==> config.mk <==
export PLATFORM = sky130hd
export DESIGN_NAME = sbpt_queue
export DESIGN_NICKNAME = d
export VERILOG_FILES = /design/src/sbpt_pkg.sv /design/src/sbpt_queue.sv
export SDC_FILE = /design/constraint.sdc
export NUM_CORES = 1
export LEC_CHECK = 0
export ABC_AREA = 1
export BUFFER_PORTS_ARGS = -buffer_cell sky130_fd_sc_hd__buf_2
export CORE_AREA = 2 2 57 59
export DETAILED_ROUTE_END_ITERATION = 7
export DIE_AREA = 0 0 59 61
export MAX_ROUTING_LAYER = met4
export PLACE_DENSITY = 0.87
export SLEW_MARGIN = 5
export SYNTH_ARGS = -nofsm -noshare
export SYNTH_HDL_FRONTEND = slang
export SYNTH_SLANG_ARGS = --single-unit
==> constraint.sdc <==
create_clock -name clk -period 1.78 [get_ports clk]
set_input_delay 0.356 -clock clk [delete_from_list [all_inputs] [get_ports clk]]
set_output_delay 0.356 -clock clk [all_outputs]
set_load 0.01 [all_outputs]
==> src/sbpt_pkg.sv <==
package sbpt_pkg;

    localparam int NORMAL_WIDTH    = 18;
    localparam int NORMAL_FRAC     = 16;
    localparam int CFG_INDEX_WIDTH = 3;

    typedef enum logic [CFG_INDEX_WIDTH-1:0] {
        REG_POINT_X,
        REG_POINT_Y,
        REG_POINT_Z,
        REG_NORMAL_X,
        REG_NORMAL_Y,
        REG_NORMAL_Z
    } cfg_reg_t;

    typedef struct packed {
        logic full;
        logic empty;
    } sbpt_qstat_t;

    // Width of the remainder and divisor words of the divider.
    function automatic int rem_width(int cw);
        return cw + 2 + NORMAL_WIDTH + 2 + 1;
    endfunction

    // Width of one queue word between the front and the back.
    function automatic int queue_width(int cw);
        return 1 + 6 * cw + 2 * rem_width(cw);
    endfunction

endpackage

==> src/sbpt_queue.sv <==
module sbpt_queue #(
    parameter int WIDTH = 8,
    parameter int DEPTH = 4
) (
    input  logic                  clk,
    input  logic                  rst_n,
    input  logic                  push,
    input  logic [WIDTH-1:0]      push_data,
    input  logic                  pop,
    output logic [WIDTH-1:0]      pop_data,
    output sbpt_pkg::sbpt_qstat_t qstat
);
    import sbpt_pkg::*;

    localparam int AW = (DEPTH > 1) ? $clog2(DEPTH) : 1;
    localparam int CNW = $clog2(DEPTH + 1);

    logic [WIDTH-1:0] mem [DEPTH];
    logic [AW-1:0]    wr_ptr_reg, rd_ptr_reg;
    logic [CNW-1:0]   count_reg;

    assign qstat.full  = (count_reg == CNW'(DEPTH));
    assign qstat.empty = (count_reg == '0);
    assign pop_data    = mem[rd_ptr_reg];

    always_ff @(posedge clk)
    begin
        if (push)
        begin
            mem[wr_ptr_reg] <= push_data;
        end
    end

    always_ff @(posedge clk or negedge rst_n)
    begin
        if (!rst_n)
        begin
            wr_ptr_reg <= '0;
            rd_ptr_reg <= '0;
            count_reg  <= '0;
        end
        else
        begin
            if (push)
            begin
                wr_ptr_reg <= (wr_ptr_reg == AW'(DEPTH - 1)) ? '0 : wr_ptr_reg + 1'b1;
            end
            if (pop)
            begin
                rd_ptr_reg <= (rd_ptr_reg == AW'(DEPTH - 1)) ? '0 : rd_ptr_reg + 1'b1;
            end
            if (push && !pop)
            begin
                count_reg <= count_reg + 1'b1;
            end
            else if (pop && !push)
            begin
                count_reg <= count_reg - 1'b1;
            end
        end
    end

endmodule

# Word-level counts from Yosys, hierarchy flattened
# Memory sizes are Yosys's and may differ from the RTL's.
# Cells that the tools add are included.
# W data, S select, Z words.
# classes
addsub	4
n_eq_ne	3
n_mux	6
reduce_logical	6
# op_table
op	count
$mux W3	2
$add A2 B1 Y2 const B	2
$eq A2 B2 Y1 const B	2
$mux W2	2
$add A3 B1 Y3 const B	1
$eq A3 B3 Y1 const B	1
$logic_not A3 Y1	1
$sub A3 B1 Y3 const B	1
$logic_and A1 B1 Y1	2
$logic_not A1 Y1	2
$mux W1	2
$reduce_bool A2 Y1	1
# word_totals
ff_bits	7
ramBits	32
n_memories	1
# mem_list
name	depth	word_bits	read_ports	rd_ports_with_merged_regs	write_ports	line	text
mem	4	8	1	0	1	sbpt_queue.sv:18	logic [WIDTH-1:0] mem [DEPTH];

# Depth between registers and ports, before layout
# Gate-level depths: netlist of the first run.
# depth
depth_word	4
mapped_depth	9
ltp_nobuf	9

# Least setup slack after synthesis of the first run
# OpenSTA, ideal clock, no wires.
# synth_path
kind	input to register
from	input pop
to	register count_reg[2]
setup_ps	117
arrival_time_ps	1198
t_required_ps	1663
path_slack_ps	465
stages	8
path_buffers	0
path_cell_list	inv_1 ha_1 inv_1 fa_1 nand2_1 nand3_1 nand2_1 nand2_1
# synth_via
elab_chain_cells	3
elab_cells_between_ends	5
classes_between	mux (1); reduce/logical (4)
# synth_rtl
item	line	text
start: declaration	sbpt_queue.sv:9	input logic pop,
$logic_not A1 Y1	sbpt_queue.sv:52	if (push && !pop)
$logic_and A1 B1 Y1	sbpt_queue.sv:52	
$mux W3 / $reduce_bool A2 Y1 (equally long branches)	-	
end signal: assignment	sbpt_queue.sv:54	count_reg <= count_reg + 1'b1;
end signal: assignment	sbpt_queue.sv:58	count_reg <= count_reg - 1'b1;
end: declaration	sbpt_queue.sv:20	logic [CNW-1:0] count_reg;
# Parallel ways exist; a longest one is shown, timed or not.
# A chain may end at the register's enable or synchronous reset.

# Final worst setup path of the first run
# layout_path
from	register rd_ptr_reg[1]
to	output pop_data[6]
# layout_via
elab_chain_cells	1
# layout_rtl
item	line	text
start: declaration	sbpt_queue.sv:19	logic [AW-1:0] wr_ptr_reg, rd_ptr_reg;
start signal: assignment	sbpt_queue.sv:50	rd_ptr_reg <= (rd_ptr_reg == AW'(DEPTH - 1)) ? '0 : rd_ptr_reg + 1'b1;
$mem_v2 Z4 W8	-	
end: declaration	sbpt_queue.sv:10	output logic [WIDTH-1:0] pop_data,
# Every way passes these cells.

==> summary.md, run 1 <==
| Metric | Value |
|---|---|
| Via count of the first global-routing pass | 960 |
| Core Region | 2953 sq um |
| Max-slew violations | 0 |
| Type of the worst min-delay path | input pin to register |
| Clock-pin transition on the worst setup and hold timing paths | 0.12 ns |
| Max FFs per register | 32 |
| Initial core utilization | 0.5767 |
| Total number of H-tree levels | 2 |
| Setup slack of the critical path after layout | 0.07695 ns |
| Aggregate global routing overflow | 0 |
| RSZ-0062 raised after global routing | false |
| First-pass GRT wire length | 4340 um |
| Power Dens Cells | 1443 nW/um^2 |
| Maxcap violations | 0 |
| Clock sink count | 39 |
| Post-CTS setup buffer count | 0 |
| Most frequent cells in the layout | sky130_fd_sc_hd__nand2_1, sky130_fd_sc_hd__edfxtp_1, sky130_fd_sc_hd__inv_1, sky130_fd_sc_hd__buf_2, sky130_fd_sc_hd__o211ai_1 |
| Design area | 1893 sq um |
| Via density | 5.317 |
| Largest net degree at the start of global routing | 34 |
| Most common cell after layout, fill and taps aside | sky130_fd_sc_hd__nand2_1 |
| Average routed wire per standard cell | 13.98 um |
| Number of detailed-routing iterations run before antenna repair | 4 |
| Floorplan die width | 59 um |
| Post-route DRC | 0 |
| Post-Route Setup TNS | 0 ns |
| Root buffer cell | sky130_fd_sc_hd__clkbuf_4 |
| Post-layout nets | 190 |
| CP max stage delay | 0.52 ns |
| Overall Global Routing Usage | 0.1820 |
| Net count of the mapped netlist | 163 |
| Synthesis-to-finish area growth | 11.17% |
| Die Footprint | 3599 sq um |
| Required time at the endpoint of the critical path | 1.42 ns |
| Worst path cell trace | buf_4 > o211ai_1 > nand2_1 > buf_2 |
| Post-route clock skew | 0.01527 ns |
| CP max-delay cell | sky130_fd_sc_hd__dfrtp_1 |
| Antenna cells | 0 |
| Clock tree from TritonCTS | done |
| Total setup violations reported at the end of the flow | 0 |
| Count of non-filler cells in the finished layout | 205 |
| Syn_area_per_cell | 11.83 sq um |
| Fraction of layout instances using a drive strength above 1 | 0.1860 |
| Drt first-iter violations | 25 |
| Transition time at the pin with the least slew margin | 0.3984 ns |
| Num CTS Buffers | 5 |
| Share of the yosys chip area belonging to registers | 0.6672 |
| Arrival time worst endpoint | 1.35 ns |
| Leakage | 0.8604 nW |
| Worst-Skew Late Latency | 0.34 ns |
| Peak ir drop on the vdd network | 0.0008781 V |
| Post-route antenna net violation count | 0 |
| Outcome | complete, no violations |
| Final period demand of the worst path | 1.703 ns |
| RePlAce Congestion | 0.6791 |
| Row Count | 20 |
| DP HPWL | 1970 um |
| Count of warnings emitted by yosys | 0 |
| Crit start category | register |
| Final hold violation count | 0 |
| Largest fanout on the critical path | 6 |
| Distinct cell type count of the synthesized netlist | 17 |
| Highest clock frequency the design can meet | 587.2 MHz |
| Crit Path Category | register to output port |
| Post-placement cell area | 1815 sq um |
| Final WL | 2866 um |
| Placed cells | 195 |
| I/O pin cnt | 22 |
| Post-synthesis sequential element count | 39 |
| Gate count after technology mapping | 144 |
| Relative slew slack | 0.7341 |
| Type of element capturing the critical path | output port |
| Worst slack at placement | 0.2031 ns |
| Number of buffers added on ports | 21 |
| Final period util | 0.9568 |
| Area of the mapped netlist | 1703 sq um |
| Antenna violations before repair | 0 |
| Via Count | 1,090 |
| Vertical die dimension | 61 um |
| Clock Path Buffers | 2 |
-- where the power goes --
group          internal (mW)  switching, mW
Sequential              1.21          0.156
Clock                  0.148          0.261
Combinational          0.361          0.592
Total                   1.72           1.01
-- critical path, delay by kind of cell (launching register included) --
family | cells | cell delay, ns
flops | 1 | 0.52
compound gates | 1 | 0.10
simple gates | 1 | 0.09
buf+inv | 2 | 0.33
-- stage by stage --
step,power (mW),hold WS (ns),utilization
finish,2.731,0.2235,0.6411
global route,2.921,0.2016,0.6411
CTS,2.733,0.2163,0.6369
detailed placement,2.319,0.2037,0.6148
global placement,2.225,0.1959,0.6148
floorplan,2.020,0.06041,-
-- cell type report --
| cell class | instances | area (sq um) |
|---|---|---|
| repair buffers | 23 | 122.6 |
| flip-flops and latches | 39 | 1137 |
| fillers | 245 | 1060 |
| clock buffers | 6 | 41.29 |
| clock inverters | 2 | 8.758 |
| multi-input cells | 72 | 416.7 |
| well taps | 33 | 41.29 |
| repair inverters | 1 | 8.758 |
| inverters | 29 | 116.4 |
-- timing repair --
action,4_1_cts,5_1_grt
pin swaps,0,0
hold buffers,1,0
hold endpoints to repair,7,0
gates resized for setup,2,5
gates cloned,0,1
setup endpoints to repair,8,7
-- metal layers --
metal / global-route usage / vias up / share of wire
met2: 0.3000 / 24 / 0.53
met5: - / - / 0
met1: 0.2052 / 520 / 0.41
met3: 0.05757 / 6 / 0.043
met4: 0.07792 / 0 / 0.015
li1: - / 540 / -
-- worst paths after layout --
path / from / endpoint / slack [ns] / cells past startpoint
min in group asynchronous: rst_n / wr_ptr_reg[1]$_DFFE_PN0P_ / 0.37 / 2
worst max register to register: wr_ptr_reg[0]$_DFFE_PN0P_ / mem[2][5]$_DFFE_PP_ / 0.41 / 4
worst min register to register: count_reg[2]$_DFFE_PN0P_ / count_reg[2]$_DFFE_PN0P_ / 0.53 / 2
max in group asynchronous: rst_n / rd_ptr_reg[0]$_DFFE_PN0P_ / 1.22 / 2
worst min-delay path: push_data[7] / mem[0][7]$_DFFE_PP_ / 0.22 / 1
worst max-delay path: rd_ptr_reg[1]$_DFFE_PN0P_ / pop_data[6] / 0.08 / 4
-- cells by family after synthesis --
logic type	after synthesis	share of synthesized area
simple gates	43	0.09846
fa+ha+maj	7	0.05584
flops	39	0.6672
xor+xnor	1	0.005144
compound gates	21	0.08523
buf+inv	33	0.08817
-- cell usage after synthesis --
| library cell | count | share of area |
|---|---|---|
| sky130_fd_sc_hd__buf_4 | 1 | 0.0044 |
| sky130_fd_sc_hd__nand4_1 | 1 | 0.0037 |
| sky130_fd_sc_hd__edfxtp_1 | 32 | 0.56 |
| sky130_fd_sc_hd__o211ai_1 | 16 | 0.071 |
| sky130_fd_sc_hd__inv_1 | 27 | 0.060 |
| sky130_fd_sc_hd__fa_1 | 1 | 0.012 |
| sky130_fd_sc_hd__nand3_1 | 1 | 0.0029 |
| sky130_fd_sc_hd__inv_2 | 2 | 0.0044 |
| sky130_fd_sc_hd__dfrtp_1 | 7 | 0.10 |
| sky130_fd_sc_hd__xnor2_1 | 1 | 0.0051 |
| sky130_fd_sc_hd__o21ai_0 | 4 | 0.012 |
| sky130_fd_sc_hd__a21oi_1 | 1 | 0.0029 |
| sky130_fd_sc_hd__nor2_1 | 1 | 0.0022 |
| sky130_fd_sc_hd__buf_6 | 3 | 0.020 |
| sky130_fd_sc_hd__nand2_1 | 38 | 0.084 |
| sky130_fd_sc_hd__nor3_1 | 2 | 0.0059 |
| sky130_fd_sc_hd__ha_1 | 6 | 0.044 |
No activity file was read; power rests on OpenSTA's default activity.
==> run 2, diff against run 1 <==
--- a/config.mk
+++ b/config.mk
@@ -12,6 +12,7 @@
 export DIE_AREA = 0 0 59 61
 export MAX_ROUTING_LAYER = met4
 export PLACE_DENSITY = 0.87
+export RECOVER_POWER = 50
 export SLEW_MARGIN = 5
 export SYNTH_ARGS = -nofsm -noshare
 export SYNTH_HDL_FRONTEND = slang
==> run 2 against run 1 <==
Compared with the run above: via count shrank 0.55%; non-clock buffer count is the same; total power is essentially flat; final area shrank 0.66%; count of clock-buffer cells in the layout is the same; wire length grew 0.24%; combinational power is essentially flat; utilization shrank 0.42 points; cell count is the same; largest cell class unchanged; highest routed layer unchanged.
==> summary.md, run 2 (same netlist as run 1, synthesis figures left out) <==
| Metric | Value |
|---|---|
| Most frequent cells in the layout | sky130_fd_sc_hd__nand2_1, sky130_fd_sc_hd__edfxtp_1, sky130_fd_sc_hd__inv_1, sky130_fd_sc_hd__o211ai_1 |
| RSZ-0062 raised after global routing | false |
| DP HPWL | 1970 um |
| Final standard cell utilization of the core | 0.6369 |
| Number of detailed-routing iterations run before antenna repair | 4 |
| Average routed wire per standard cell | 14.01 um |
| Root buffer cell | sky130_fd_sc_hd__clkbuf_4 |
| Min-Delay Path Depth | 1 |
| Type of the worst min-delay path | input pin to register |
| Total setup violations reported at the end of the flow | 0 |
| Setup slack of the critical path after layout | 0.07831 ns |
| Final-layout fill cell count | 245 |
| Source of the worst hold timing path | push_data[7] |
| Fraction of layout instances using a drive strength above 1 | 0.1279 |
| First-pass GRT wire length | 4340 um |
| Final WL | 2873 um |
| Clock sink count | 39 |
| Worst-Skew Late Latency | 0.34 ns |
| Synthesis-to-finish area growth | 10.43% |
| Post-route DRC | 0 |
| Clock Path Buffers | 2 |
| Total number of H-tree levels | 2 |
| Reg-to-reg startpoint | wr_ptr_reg[0]$_DFFE_PN0P_ |
| Critical path's top delay family | flip-flops |
| Vertical die dimension | 61 um |
| Post-Route Setup TNS | 0 ns |
| RePlAce Congestion | 0.6791 |
| Type of element capturing the critical path | output port |
| Crit start category | register |
| Aggregate global routing overflow | 0 |
| Path depth of the worst reg2reg path | 4 |
| Largest fanout on the critical path | 6 |
| Via count of the first global-routing pass | 960 |
| Core Region | 2953 sq um |
| Crit Path Category | register to output port |
| Arrival time worst endpoint | 1.35 ns |
| Worst slack at placement | 0.2031 ns |
| Sum of buffers and inverters on the critical path | 2 |
| Via density | 5.288 |
| Peak ir drop on the vdd network | 0.0008795 V |
| Antenna cells | 0 |
| Relative slew slack | 0.7334 |
| Final period demand of the worst path | 1.702 ns |
| Final hold violation count | 0 |
| Maxcap violations | 0 |
| Transition time at the pin with the least slew margin | 0.3994 ns |
| Max-slew violations | 0 |
| Row Count | 20 |
| Endpoint of the most critical register-to-register path | mem[2][5]$_DFFE_PP_ |
| Post-layout nets | 190 |
| Antenna violations before repair | 0 |
| CP max stage delay | 0.51 ns |
| Clock-pin transition on the worst setup and hold timing paths | 0.12 ns |
| Worst Hold End | mem[0][7]$_DFFE_PP_ |
| Power Dens Cells | 1453 nW/um^2 |
| Final period util | 0.9560 |
| Required time at the endpoint of the critical path | 1.42 ns |
| Worst path cell trace | buf_4 > o211ai_1 > nand2_1 > buf_2 |
| Max FFs per register | 32 |
| Post-route clock skew | 0.01738 ns |
| CP max-delay cell | sky130_fd_sc_hd__dfrtp_1 |
| Setup slack of the worst register-to-register path | 0.39 ns |
| Most common cell after layout, fill and taps aside | sky130_fd_sc_hd__nand2_1 |
| Post-route antenna net violation count | 0 |
| Floorplan die width | 59 um |
| Outcome | complete, no violations |
| Highest clock frequency the design can meet | 587.7 MHz |
| Drt first-iter violations | 25 |
| Die Footprint | 3599 sq um |
| Num CTS Buffers | 5 |
| Number of buffers added on ports | 21 |
| I/O pin cnt | 22 |
| Via Count | 1,084 |
| Overall Global Routing Usage | 0.1820 |
| Initial core utilization | 0.5767 |
| Largest net degree at the start of global routing | 34 |
| Clock tree from TritonCTS | done |
| Leakage | 0.8329 nW |
run 2: changes by cell type in the layout (fill, tap and decap cells not counted), sizes merged:
cell and delta:
buf -10, clkbuf +10
run 2: per-stage QoR:
step	area [sq um]	hold WS [ns]	power [mW]	std cells
final	1881	0.2673	2.732	205
after global routing	1881	0.2624	2.918	205
after CTS	1881	0.2163	2.733	204
after detailed placement	1815	0.2037	2.319	195
after global placement	1815	0.1959	2.225	195
after floorplan	1703	0.06041	2.020	144
run 2: area by class of cell:
class | count | area (sq um) | area share
flip-flops and latches | 39 | 1137 | 0.6048
multi-input cells | 72 | 416.7 | 0.2216
inverters | 29 | 116.4 | 0.06188
repair buffers | 23 | 110.1 | 0.05855
clock buffers | 6 | 41.29 | 0.02196
well taps | 33 | 41.29 | 0.02196
clock inverters | 2 | 8.758 | 0.004657
repair inverters | 1 | 8.758 | 0.004657
run 2: repair_timing:
item | CTS | global route
hold buffers | 1 | 0
resized for setup | 2 | 5
hold endpoints to repair | 7 | 0
setup buffers | 0 | 0
endpoints found under the setup margin | 8 | 7
gates cloned | 0 | 1
run 2: report_power, final:
| group | leakage, nW | switching (mW) | internal (mW) |
|---|---|---|---|
| registers | 0.377 | 0.156 | 1.21 |
| logic | 0.426 | 0.595 | 0.358 |
| clock network | 0.0297 | 0.261 | 0.148 |
| total | 0.833 | 1.01 | 1.72 |
run 2: worst max-delay path by stage:
stage | from | end | slack (ns) | depth (start not counted)
2_1_floorplan | pop | count_reg[2]$_DFFE_PN0P_ | 0.46 | 8
3_3_place_gp | push | count_reg[2]$_DFFE_PN0P_ | 0.29 | 8
3_5_place_dp | rd_ptr_reg[0]$_DFFE_PN0P_ | pop_data[2] | 0.20 | 5
4_1_cts | rd_ptr_reg[0]$_DFFE_PN0P_ | pop_data[2] | 0.02 | 5
5_1_grt | rd_ptr_reg[1]$_DFFE_PN0P_ | pop_data[4] | 0.003 | 4
6_report | rd_ptr_reg[1]$_DFFE_PN0P_ | pop_data[6] | 0.08 | 4
run 2: routing by layer:
layer | share of wire | GRT usage | up-vias
met5 | 0 | - | -
met4 | 0.015 | 0.07792 | 0
met3 | 0.043 | 0.05757 | 6
met2 | 0.53 | 0.3000 | 20
met1 | 0.41 | 0.2052 | 522
li1 | - | - | 536
